<file path="config.mk">
export PLATFORM = sky130hd
export DESIGN_NAME = hbridge_motor_drive_voltage_comp
export DESIGN_NICKNAME = d
export VERILOG_FILES = /design/src/hbvc_pkg.sv /design/src/hbvc_ctrl.sv /design/src/hbvc_dp.sv /design/src/hbridge_motor_drive_voltage_comp.sv
export VERILOG_INCLUDE_DIRS = /design/src /design/src/src
export SDC_FILE = /design/constraint.sdc
export NUM_CORES = 2
export LEC_CHECK = 0
export BUFFER_PORTS_ARGS = -buffer_cell sky130_fd_sc_hd__buf_4
export CAP_MARGIN = 20
export CORE_MARGIN = 2
export CORE_UTILIZATION = 40
export DETAILED_ROUTE_END_ITERATION = 6
export HOLD_SLACK_MARGIN = 0.06
export PLACE_DENSITY = 0.55
export SYNTH_ARGS = -nofsm -noshare
export SYNTH_HDL_FRONTEND = slang
export SYNTH_SLANG_ARGS = --single-unit
export TNS_END_PERCENT = 5
</file>
<file path="constraint.sdc">
create_clock -name i_clk -period 14.08 [get_ports i_clk]
set_input_delay 2.816 -clock i_clk [delete_from_list [all_inputs] [get_ports i_clk]]
set_output_delay 2.816 -clock i_clk [all_outputs]
set_load 0.01 [all_outputs]
</file>
<file path="src/hbridge_motor_drive_voltage_comp_macros.svh">
// Assertion helpers shared by the controller and the datapath.
// Both expect i_clk and i_rst_n in scope.
`ifndef HBRIDGE_MOTOR_DRIVE_VOLTAGE_COMP_MACROS_SVH
`define HBRIDGE_MOTOR_DRIVE_VOLTAGE_COMP_MACROS_SVH

// Consequent must hold in the same cycle.
`define HBVC_ASSERT_NOW(label, ante, cons) \
    label: assert property (@(posedge i_clk) disable iff (!i_rst_n) (ante) |-> (cons)) \
        else $error("hbvc assertion failed");

// Consequent must hold in the following cycle.
`define HBVC_ASSERT_NEXT(label, ante, cons) \
    label: assert property (@(posedge i_clk) disable iff (!i_rst_n) (ante) |=> (cons)) \
        else $error("hbvc assertion failed");

`endif

</file>
<file path="src/hbvc_pkg.sv">
`timescale 1ns / 1ps
package hbvc_pkg;

    typedef enum logic [1:0] {
        OP_SPEED   = 2'd0,
        OP_VOLTAGE = 2'd1,
        OP_TICK    = 2'd2
    } t_op;

    typedef enum logic [1:0] {
        POL_STOP = 2'd0,
        POL_FWD  = 2'd1,
        POL_REV  = 2'd3
    } t_polarity;

    typedef enum logic [2:0] {
        ST_IDLE,
        ST_DECODE,
        ST_MUL1,
        ST_MUL2,
        ST_DIV,
        ST_EMIT
    } t_state;

    localparam logic [1:0] CFG_PWM_PERIOD  = 2'd0;
    localparam logic [1:0] CFG_TARGET_MV   = 2'd1;
    localparam logic [1:0] CFG_BRAKE_TICKS = 2'd2;

    localparam logic [15:0] RST_PWM_PERIOD  = 16'd1000;
    localparam logic [15:0] RST_TARGET_MV   = 16'd12000;
    localparam logic [15:0] RST_BRAKE_TICKS = 16'd10;

    localparam logic [15:0] MIN_MV    = 16'd100;
    localparam logic [16:0] RATIO_ONE = 17'h10000;

    localparam int DIV_STEPS = 16;
    localparam int DIV_CNT_W = $clog2(DIV_STEPS);

    typedef struct packed {
        logic accept;
        logic decode;
        logic mul1;
        logic mul2;
        logic div_step;
        logic emit;
    } t_cmd;

    typedef struct packed {
        logic need_mul;
        logic need_div;
        logic div_last;
        logic out_free;
    } t_status;

endpackage

</file>
<file path="src/hbvc_ctrl.sv">
`timescale 1ns / 1ps
`include "hbridge_motor_drive_voltage_comp_macros.svh"
module hbvc_ctrl (
    input  logic            i_clk,
    input  logic            i_rst_n,
    input  logic            i_valid,
    input  hbvc_pkg::t_status i_status,
    output hbvc_pkg::t_cmd  o_cmd,
    output logic            o_stall
);

    hbvc_pkg::t_state r_state;
    hbvc_pkg::t_state n_state;

    always_ff @(posedge i_clk) begin
        if (!i_rst_n) begin
            r_state <= hbvc_pkg::ST_IDLE;
        end else begin
            r_state <= n_state;
        end
    end

    always_comb begin
        n_state = r_state;
        o_cmd   = '0;
        unique case (r_state)
            hbvc_pkg::ST_IDLE: begin
                if (i_valid) begin
                    o_cmd.accept = 1'b1;
                    n_state      = hbvc_pkg::ST_DECODE;
                end
            end
            hbvc_pkg::ST_DECODE: begin
                o_cmd.decode = 1'b1;
                if (i_status.need_mul) begin
                    n_state = hbvc_pkg::ST_MUL1;
                end else if (i_status.need_div) begin
                    n_state = hbvc_pkg::ST_DIV;
                end else begin
                    n_state = hbvc_pkg::ST_EMIT;
                end
            end
            hbvc_pkg::ST_MUL1: begin
                o_cmd.mul1 = 1'b1;
                n_state    = hbvc_pkg::ST_MUL2;
            end
            hbvc_pkg::ST_MUL2: begin
                o_cmd.mul2 = 1'b1;
                n_state    = hbvc_pkg::ST_EMIT;
            end
            hbvc_pkg::ST_DIV: begin
                o_cmd.div_step = 1'b1;
                if (i_status.div_last) begin
                    n_state = hbvc_pkg::ST_EMIT;
                end
            end
            hbvc_pkg::ST_EMIT: begin
                // hold until the output register can take the result
                if (i_status.out_free) begin
                    o_cmd.emit = 1'b1;
                    n_state    = hbvc_pkg::ST_IDLE;
                end
            end
            default: begin
                n_state = hbvc_pkg::ST_IDLE;
            end
        endcase
    end

    assign o_stall = (r_state != hbvc_pkg::ST_IDLE);

    `HBVC_ASSERT_NEXT(a_accept_decodes, o_cmd.accept, r_state == hbvc_pkg::ST_DECODE)
    `HBVC_ASSERT_NEXT(a_div_holds, (r_state == hbvc_pkg::ST_DIV) && !i_status.div_last, r_state == hbvc_pkg::ST_DIV)
    `HBVC_ASSERT_NEXT(a_emit_returns, o_cmd.emit, r_state == hbvc_pkg::ST_IDLE)

endmodule

</file>
<file path="src/hbvc_dp.sv">
`timescale 1ns / 1ps
`include "hbridge_motor_drive_voltage_comp_macros.svh"
module hbvc_dp (
    input  logic              i_clk,
    input  logic              i_rst_n,
    input  logic              i_cfg_we,
    input  logic [1:0]        i_cfg_index,
    input  logic [15:0]       i_cfg_data,
    input  logic [1:0]        i_op,
    input  logic signed [15:0] i_direction,
    input  logic [15:0]       i_voltage_mv,
    input  hbvc_pkg::t_cmd    i_cmd,
    input  logic              i_stall,
    output hbvc_pkg::t_status o_status,
    output logic              o_valid,
    output logic [15:0]       o_compare_value,
    output logic              o_pin_a,
    output logic              o_pin_b,
    output logic              o_braking
);

    // configuration
    logic [15:0] r_pwm_period;
    logic [15:0] r_target_mv;
    logic [15:0] r_brake_ticks;

    // latched transaction
    logic [1:0]        r_op;
    logic signed [15:0] r_dir;
    logic [15:0]       r_vmv;

    // drive state
    hbvc_pkg::t_polarity r_polarity;
    logic [16:0]       r_ratio;
    logic [15:0]       r_brake_count;
    logic signed [15:0] r_pending;
    logic [15:0]       r_compare;
    logic              r_pin_a;
    logic              r_pin_b;
    logic signed [15:0] r_apply_dir;

    // arithmetic
    logic [31:0]       r_prod1;
    logic [15:0]       r_div_rem;
    logic [15:0]       r_div_divisor;
    logic [15:0]       r_div_q;
    logic [hbvc_pkg::DIV_CNT_W-1:0] r_div_cnt;

    // output register
    logic              r_out_valid;
    logic              n_out_valid;
    logic [15:0]       r_out_compare;
    logic              r_out_a;
    logic              r_out_b;
    logic              r_out_braking;

    logic              w_dir_pos;
    logic              w_dir_neg;
    logic              w_reverse;
    logic              w_brake_start;
    logic              w_apply;
    logic signed [15:0] w_apply_dir;
    logic [15:0]       w_v;
    logic [16:0]       w_mag;
    logic [32:0]       w_prod1;
    logic [48:0]       w_prod2;
    logic [16:0]       w_rem2;
    logic              w_ge;
    logic [15:0]       w_rem_next;
    logic [15:0]       w_q_next;

    always_comb begin
        w_dir_pos     = !r_dir[15] && (r_dir != 16'sd0);
        w_dir_neg     = r_dir[15];
        w_reverse     = ((r_polarity == hbvc_pkg::POL_FWD) && w_dir_neg) ||
                        ((r_polarity == hbvc_pkg::POL_REV) && w_dir_pos);
        w_brake_start = 1'b0;
        w_apply       = 1'b0;
        w_apply_dir   = r_dir;
        case (r_op)
            hbvc_pkg::OP_SPEED: begin
                if (r_brake_count == 16'd0) begin
                    if (w_reverse && (r_brake_ticks != 16'd0)) begin
                        w_brake_start = 1'b1;
                    end else begin
                        w_apply = 1'b1;
                    end
                end
            end
            hbvc_pkg::OP_TICK: begin
                if (r_brake_count == 16'd1) begin
                    w_apply     = 1'b1;
                    w_apply_dir = r_pending;
                end
            end
            default: begin
            end
        endcase
        w_v = (r_vmv < hbvc_pkg::MIN_MV) ? hbvc_pkg::MIN_MV : r_vmv;
    end

    always_comb begin
        o_status.need_mul = w_apply && (w_apply_dir != 16'sd0);
        o_status.need_div = (r_op == hbvc_pkg::OP_VOLTAGE) && (r_target_mv < w_v);
        o_status.div_last = (r_div_cnt == '0);
        o_status.out_free = !r_out_valid || !i_stall;
    end

    // magnitude of the applied command, 32768 needs the extra bit
    assign w_mag   = r_apply_dir[15] ? (17'd0 - {r_apply_dir[15], r_apply_dir})
                                     : {1'b0, r_apply_dir};
    assign w_prod1 = 33'(w_mag) * 33'(r_pwm_period);
    assign w_prod2 = 49'(r_prod1) * 49'(r_ratio);

    assign w_rem2     = {r_div_rem, 1'b0};
    assign w_ge       = (w_rem2 >= {1'b0, r_div_divisor});
    assign w_rem_next = w_ge ? 16'(w_rem2 - {1'b0, r_div_divisor}) : w_rem2[15:0];
    assign w_q_next   = {r_div_q[14:0], w_ge};

    always_ff @(posedge i_clk) begin
        if (!i_rst_n) begin
            r_pwm_period  <= hbvc_pkg::RST_PWM_PERIOD;
            r_target_mv   <= hbvc_pkg::RST_TARGET_MV;
            r_brake_ticks <= hbvc_pkg::RST_BRAKE_TICKS;
        end else if (i_cfg_we) begin
            unique case (i_cfg_index)
                hbvc_pkg::CFG_PWM_PERIOD:  r_pwm_period  <= i_cfg_data;
                hbvc_pkg::CFG_TARGET_MV:   r_target_mv   <= i_cfg_data;
                hbvc_pkg::CFG_BRAKE_TICKS: r_brake_ticks <= i_cfg_data;
                default: begin
                end
            endcase
        end
    end

    always_ff @(posedge i_clk) begin
        if (i_cmd.accept) begin
            r_op  <= i_op;
            r_dir <= i_direction;
            r_vmv <= i_voltage_mv;
        end
        if (i_cmd.mul1) begin
            r_prod1 <= w_prod1[31:0];
        end
        if (i_cmd.decode) begin
            r_apply_dir   <= w_apply_dir;
            r_div_rem     <= r_target_mv;
            r_div_divisor <= w_v;
            r_div_q       <= '0;
        end else if (i_cmd.div_step) begin
            r_div_rem <= w_rem_next;
            r_div_q   <= w_q_next;
        end
        if (i_cmd.emit) begin
            r_out_compare <= r_compare;
            r_out_a       <= r_pin_a;
            r_out_b       <= r_pin_b;
            r_out_braking <= (r_brake_count != 16'd0);
        end
    end

    always_ff @(posedge i_clk) begin
        if (!i_rst_n) begin
            r_polarity    <= hbvc_pkg::POL_STOP;
            r_ratio       <= hbvc_pkg::RATIO_ONE;
            r_brake_count <= '0;
            r_pending     <= '0;
            r_compare     <= '0;
            r_pin_a       <= 1'b1;
            r_pin_b       <= 1'b1;
            r_div_cnt     <= '0;
        end else begin
            if (i_cmd.decode) begin
                r_div_cnt <= hbvc_pkg::DIV_CNT_W'(hbvc_pkg::DIV_STEPS - 1);
                case (r_op)
                    hbvc_pkg::OP_SPEED: begin
                        // during a brake only the pending command moves
                        if ((r_brake_count != 16'd0) || w_brake_start) begin
                            r_pending <= r_dir;
                        end
                        if (w_brake_start) begin
                            r_brake_count <= r_brake_ticks;
                        end
                    end
                    hbvc_pkg::OP_VOLTAGE: begin
                        if (r_target_mv >= w_v) begin
                            r_ratio <= hbvc_pkg::RATIO_ONE;
                        end
                    end
                    hbvc_pkg::OP_TICK: begin
                        if (r_brake_count != 16'd0) begin
                            r_brake_count <= r_brake_count - 16'd1;
                        end
                    end
                    default: begin
                    end
                endcase
                if (w_brake_start || (w_apply && (w_apply_dir == 16'sd0))) begin
                    r_polarity <= hbvc_pkg::POL_STOP;
                    r_compare  <= '0;
                    r_pin_a    <= 1'b1;
                    r_pin_b    <= 1'b1;
                end else if (w_apply) begin
                    r_polarity <= w_apply_dir[15] ? hbvc_pkg::POL_REV : hbvc_pkg::POL_FWD;
                    r_pin_a    <= !w_apply_dir[15];
                    r_pin_b    <= w_apply_dir[15];
                end
            end
            if (i_cmd.mul2) begin
                r_compare <= w_prod2[46:31];
            end
            if (i_cmd.div_step) begin
                r_div_cnt <= r_div_cnt - 1'b1;
                if (r_div_cnt == '0) begin
                    r_ratio <= {1'b0, w_q_next};
                end
            end
        end
    end

    always_comb begin
        n_out_valid = r_out_valid;
        if (i_cmd.emit) begin
            n_out_valid = 1'b1;
        end else if (r_out_valid && !i_stall) begin
            n_out_valid = 1'b0;
        end
    end

    always_ff @(posedge i_clk) begin
        if (!i_rst_n) begin
            r_out_valid <= 1'b0;
        end else begin
            r_out_valid <= n_out_valid;
        end
    end

    assign o_valid         = r_out_valid;
    assign o_compare_value = r_out_compare;
    assign o_pin_a         = r_out_a;
    assign o_pin_b         = r_out_b;
    assign o_braking       = r_out_braking;

    `HBVC_ASSERT_NOW(a_brake_drive, r_brake_count != 16'd0, (r_polarity == hbvc_pkg::POL_STOP) && (r_compare == 16'd0) && r_pin_a && r_pin_b)
    `HBVC_ASSERT_NOW(a_ratio_max, r_ratio[16], r_ratio[15:0] == 16'd0)
    `HBVC_ASSERT_NOW(a_div_rem, i_cmd.div_step, r_div_rem < r_div_divisor)

endmodule

</file>
<file path="src/hbridge_motor_drive_voltage_comp.sv">
`timescale 1ns / 1ps
// H-bridge drive with supply compensation.
// Input channel (i_valid / o_stall): op 0 speed command on i_direction, op 1 supply
// sample on i_voltage_mv, op 2 time tick. One transaction at a time is taken.
// Output channel (o_valid / i_stall): exactly one result per input transaction,
// showing the compare value, bridge pins and brake flag now applied.
// From accept the block steps through decode, then emit, which loads the output
// register. A nonzero command taking effect adds two registered multiplies; a
// supply sample above target adds a 16-step restoring divider, one quotient bit
// per cycle. A new transaction is taken only once the last one is emitted, so
// the divider path bounds the rate.
// The next transaction is accepted while a result still waits in the output
// register; a stall held while a result waits holds the block in its emit state.
// Configuration writes (i_cfg_we, i_cfg_index, i_cfg_data) take effect at once
// and belong in idle periods.
// Reset (synchronous, active low) restores register defaults, sets the drive state
// to stopped with compare 0 and both pins high, ratio one, and clears any pending output.
module hbridge_motor_drive_voltage_comp (
    input  logic              i_clk,
    input  logic              i_rst_n,
    input  logic              i_cfg_we,
    input  logic [1:0]        i_cfg_index,
    input  logic [15:0]       i_cfg_data,
    input  logic              i_valid,
    output logic              o_stall,
    input  logic [1:0]        i_op,
    input  logic signed [15:0] i_direction,
    input  logic [15:0]       i_voltage_mv,
    output logic              o_valid,
    input  logic              i_stall,
    output logic [15:0]       o_compare_value,
    output logic              o_pin_a,
    output logic              o_pin_b,
    output logic              o_braking
);

    hbvc_pkg::t_cmd    w_cmd;
    hbvc_pkg::t_status w_status;

    hbvc_ctrl u_ctrl (
        .i_clk    (i_clk),
        .i_rst_n  (i_rst_n),
        .i_valid  (i_valid),
        .i_status (w_status),
        .o_cmd    (w_cmd),
        .o_stall  (o_stall)
    );

    hbvc_dp u_dp (
        .i_clk           (i_clk),
        .i_rst_n         (i_rst_n),
        .i_cfg_we        (i_cfg_we),
        .i_cfg_index     (i_cfg_index),
        .i_cfg_data      (i_cfg_data),
        .i_op            (i_op),
        .i_direction     (i_direction),
        .i_voltage_mv    (i_voltage_mv),
        .i_cmd           (w_cmd),
        .i_stall         (i_stall),
        .o_status        (w_status),
        .o_valid         (o_valid),
        .o_compare_value (o_compare_value),
        .o_pin_a         (o_pin_a),
        .o_pin_b         (o_pin_b),
        .o_braking       (o_braking)
    );

endmodule
</file>
---- Word-level counts from Yosys, hierarchy flattened ----
Index checks and enable logic that the tools add are counted.
word-level totals
  logic and storage cells ................. 143
  output and inout port bits .............. 21
  flip-flop bits (word level) ............. 273
  bits of input ports ..................... 57
operators by class
  order comparisons ....................... 4
  equality and inequality tests ........... 17
  add/subtract/negate cells ............... 4
  multiplexer cells ....................... 50
  reduce and logical (&&, ||, !) cells .... 41
  multiply operators ...................... 2
operators by type and width
  kind                                                    number
  2-to-1 mux 16 bit                                       11
  2-to-1 mux 17 bit                                       6
  nonzero test 16 bit                                     4
  multiplier 32 x 17 -> 47 bit                            1
  logical NOT 16 bit                                      2
  multiplier 17 x 16 -> 32 bit                            1
  case mux 16 bit (2 select lines)                        1
  2-to-1 mux 1 bit                                        21
  case mux 3 bit (6 select lines)                         1
  >= comparator 17 x 16 -> 1 bit                          1
  subtractor 1 x 16 -> 17 bit (first input constant)      1
  equality test 16 x 1 -> 1 bit (second input constant)   1
  >= comparator 16 bit                                    1
  < comparator 16 bit                                     1
  < comparator 16 x 7 -> 1 bit (second input constant)    1
  subtractor 16 x 1 -> 16 bit (second input constant)     1
  subtractor 16 bit                                       1
  2-to-1 mux 3 bit                                        4
  nonzero test 2 bit                                      6
  AND reduction 2 bit                                     5
  logical AND 1 bit                                       8
  2-to-1 mux 4 bit                                        2
  inequality test 2 x 1 -> 1 bit (second input constant)  4
  equality test 2 x 1 -> 1 bit (second input constant)    3
  16 further kinds                                        30

---- Logic depth before layout (Yosys ltp) ----
  depth after elaboration ................. 13
  depth in mapped cells ................... 30
  depth with buffers taken out ............ 28

---- Cells and area by module ----
A second synthesis with hierarchy kept.
unflattened totals
  cell total of the unflattened synthesis .. 4,052
  area, all modules ....................... 36,677.7 um^2
by module, submodules not included
  module     times used  area an instance (um^2)  cells each  sequential area each (um^2)
  hbvc_dp    1           36,434.9                 4,021       6,736.5
  hbvc_ctrl  1           242.7                    31          60.1

---- Worst setup path before layout ----
OpenSTA, ideal clock, no wires.
  path type ............................... reg-to-reg
  start point ............................. register u_dp.r_apply_dir[0]
  end point ............................... register u_dp.r_prod1[29], data pin
  cell stages (with the launch flop) ...... 29
  path buffers ............................ 2
  setup time .............................. 258 ps
  arrival ................................. 7,003 ps
  data required time ...................... 13,822 ps
  setup slack ............................. 6,820 ps
  period minus slack after synthesis ...... 7,260 ps
  cells stage by stage .................... edfxtp_1 > clkbuf_1 > inv_1 > ha_1 > nor2b_1 > nand2_1 > o41ai_1 > xnor2_1 > clkbuf_1 > nand2_1 > fa_1 > fa_1 > fa_1 > inv_1 > fa_1 > fa_1 > inv_1 > fa_1 > inv_1 > ha_1 > a21oi_1 > nor2_1 > a2111oi_0 > o31ai_1 > o2111a_1 > a21o_1 > a221oi_1 > nor2b_1 > xnor2_1
between the ends
  cells in the longest elaborated chain, start to end .. 3
RTL lines
  element                         RTL line        source
  start: declaration              hbvc_dp.sv:40   logic signed [15:0] r_apply_dir;
  start signal: assignment        hbvc_dp.sv:146  r_apply_dir <= w_apply_dir;
  subtractor 1 x 16 -> 17 bit     hbvc_dp.sv:110  assign w_mag = r_apply_dir[15] ? (17'd0 - {r_apply_dir[15], r_apply_dir})
  2-to-1 mux 17 bit *             hbvc_dp.sv:110
  multiplier 17 x 16 -> 32 bit *  hbvc_dp.sv:112  assign w_prod1 = 33'(w_mag) * 33'(r_pwm_period);
  via u_dp.w_prod1[29]            hbvc_dp.sv:65   logic [32:0] w_prod1;
  end signal: assignment          hbvc_dp.sv:143  r_prod1 <= w_prod1[31:0];
  end: declaration                hbvc_dp.sv:43   logic [31:0] r_prod1;
The timed path passes the listed nets; every way through them passes the cells marked *.
A chain may end at the register's enable or synchronous reset.

---- Final worst setup path ----
Ends and elaborated chain as after synthesis.

==> results.cfg <==
[yosys]
yosys.area.top_type = fa_1
synth_area_leaders = fa_1 (36%), edfxtp_1 (11%), inv_1 (8.6%)
syn_inst = 3999
synth_flop_cell = dfxtp_1
yosysUniqueCellTypes = 72
synth_area_um2 = 36500
synth.top_cell.area_share = 0.359
yosysWarningCount = 0
async_flop_share = 0
synth_area_per_cell_um2 = 9.12
synth_edf_count = 133
ys_ff_latch = 273
yosysSeqAreaShare = 0.186

[cts]
clkSlewWorstSetupHoldPaths_ns = 0.06
cts_resized = 0
root_buffer = clkbuf_16
cts_tree = yes
clock_sinks = 273
numCtsBuffers = 34
clk_latency_ns = 0.56
cts_buffer_depth = 3
cts_setup_buffers = 0
ctsHtreeMaxLevel = 2
holdBufCountCts = 0

[layout]
drive_above_1_share = 0.0539
final_cells = 5186
ff_latch_area_um2 = 6810
fillCellCount = 8824
diodes = 0
reg_top3 = u_dp.r_prod1 (32), u_dp.r_ratio (17)
largest_reg_flops = 32
top_register = u_dp.r_prod1
multiInputGateArea_um2 = 25900
area_growth_pct = 8.14
nets = 4943
final_util = 0.437

[global_route]
grt_use_total = 0.203
antenna_found_initial = 0
grt_max_degree = 70
grt_overflow_total = 0
grt_pass1_vias = 27611
grt_pass1_wl_um = 151000

[worst_setup_path]
crit_arrival_ns = 8.28
cpPeakStageDelay_ns = 0.70
critical_path.max_fanout = 19
end_kind = flop
r2r_slack_ns = 6.10
cp.depth = 27
crit_buf_inv = 5
reg2reg_depth = 27
cp.required_ns = 14.38
critical_path.top_delay_family = adder cells
cp-start-kind = flop
cp_slowest_cell = edfxtp_1
critPathKind = reg2reg
crit_top_cell = fa_1

[hold_path]
hold_depth = 0
hp-class = reg2reg

[sta]
setup-tns-final_ns = 0
worstMarginPinSlew_ns = 1.11
hold_viol_final = 0
slew_headroom = 0.263
period_share = 0.567
max_freq_mhz = 125
fin_crit_ns = 7.98
final_max_slew_viol_count = 0
setup_violations = 0
clock_skew_ns = 0.0192
worst_slack_ns = 6.10
rsz0062_at_grt = no

[placement]
hpwl_um = 67400
pre_cts_ws_ns = 6.08
gp_congestion = 0.835
place_inst = 5125
port_buffers = 77

[die]
die-area_um2 = 93600
coreArea_um2 = 90100
rows = 110
initial_core_util = 0.405
num_io_pins = 78
die_h_um = 306
die_w_um = 306

[detailed_routing]
antenna_left = 0
drtIter0Drc = 1437
wl_per_cell_um = 17.4
drc = 0
via_count = 25925
vias_per_cell = 5.00
drt_pass1_iterations = 5
wirelength_um = 90500

[outcome]
outcome = finished, final reports clean

[run]
drv_cap = 0
-- cell usage in the layout, fill, tap and decap left out, types with 8 or more instances in the layout --
cell type  netlist  routed
o21a_1          14      14
ha_1           247     247
xor2_1          15      15
clkbuf_16        0      36
edfxtp_1       133     133
nor3_1          29      29
a22o_1          32      32
a21o_1          46      46
a31oi_1         13      13
nand4_1         12      12
o21ai_0         81      81
nand3_1         29      29
and2_1         313     313
buf_4            1     118
nand2_1        717     717
a211o_1          8       8
inv_1          834     833
dfxtp_1        140     129
mux2i_1         31      31
dfxtp_2          0      11
a21oi_1        119     116
nor2_1          96      95
nor4_1          25      25
fa_1           654     654
nor2b_1         16      16
conb_1           2      15
o21bai_1         8       8
and3_1          11      11
nand2b_1        16      16
a211oi_1        15      15
xnor2_1         55      54
-- kinds of logic (layout without fill, tap and decap cells) --
kind of cell	count (synthesis)	in the layout	share of synthesized area
buffers and inverters	1018	1016	0.105
xor gates and xnor gates	70	70	0.0168
muxes	32	32	0.00882
other	2	15	0.000206
DFF	273	273	0.186
and+or+nand+nor	1308	1308	0.169
AOI/OAI and AO/OA	395	395	0.0703
adders and majority gates	901	901	0.444
-- synth_stat cells (all sizes together), types with 8 or more instances --
library cell / count
a211o: 8
a22o: 32
xor2: 15
a21oi: 119
nor3: 29
nand4: 12
and3: 11
nand2: 717
o21bai: 8
nor4: 26
clkbuf: 175
nand3: 30
nor2b: 16
dfxtp: 140
edfxtp: 133
a211oi: 15
inv: 834
mux2i: 31
o21a: 14
fa: 654
a21o: 46
ha: 247
xnor2: 55
o21ai: 82
nand2b: 16
and2: 313
a31oi: 13
nor2: 96
-- layout make-up --
type,count,area share
clock buffers,45,0.0248
clock inverters,16,0.00501
inverters,836,0.0796
multi-input cells,2721,0.658
flip-flops and latches,273,0.173
well taps,1176,0.0373
repair buffers,119,0.0227
-- metrics by stage --
| stage | instance area [um2] | hold slack (ns) |
|---|---|---|
| 2_1_floorplan | 36500 | 0.408 |
| 3_3_place_gp | 38300 | 0.417 |
| 3_5_place_dp | 38300 | 0.420 |
| 4_1_cts | 39400 | 0.431 |
| 5_1_grt | 39400 | 0.446 |
| 6_report | 39400 | 0.429 |
-- worst register-to-register path, stage by stage, from the launching register on --
cell	delay, ns
edfxtp_1	0.70
inv_1	0.10
ha_1	0.24
nor2b_1	0.15
nand2_1	0.08
o21ai_0	0.09
xnor2_1	0.70
buf_4	0.29
nand2_1	0.09
fa_1	0.57
inv_1	0.05
fa_1	0.48
fa_1	0.57
fa_1	0.43
fa_1	0.49
inv_1	0.05
fa_1	0.47
inv_1	0.04
ha_1	0.34
nand3_1	0.11
nor2_1	0.04
a2111oi_0	0.40
o31ai_1	0.19
o2111a_1	0.20
a21o_1	0.24
a221oi_1	0.35
nor2b_1	0.21
xnor2_1	0.07
-- worst paths after layout --
path	startpoint	to
min reg2reg	u_dp.r_compare[1]	u_dp.o_compare_value[1]
max reg2reg	u_dp.r_apply_dir[0]	u_dp.r_prod1[29]
max	u_dp.r_apply_dir[0]	u_dp.r_prod1[29]
min	u_dp.r_compare[1]	u_dp.o_compare_value[1]
-- metal layers --
| metal | track usage | wire, um | up-vias |
|---|---|---|---|
| li1 | - | - | 12173 |
| met1 | 0.280 | 41600 | 13063 |
| met2 | 0.341 | 42800 | 567 |
| met3 | 0.0213 | 3740 | 122 |
| met4 | 0.0548 | 2370 | 0 |
| met5 | 0 | 0 | - |
Power is left out: the tool's default activity adds up to more than one toggle a clock period on the data nets, which glitch-free logic cannot reach.
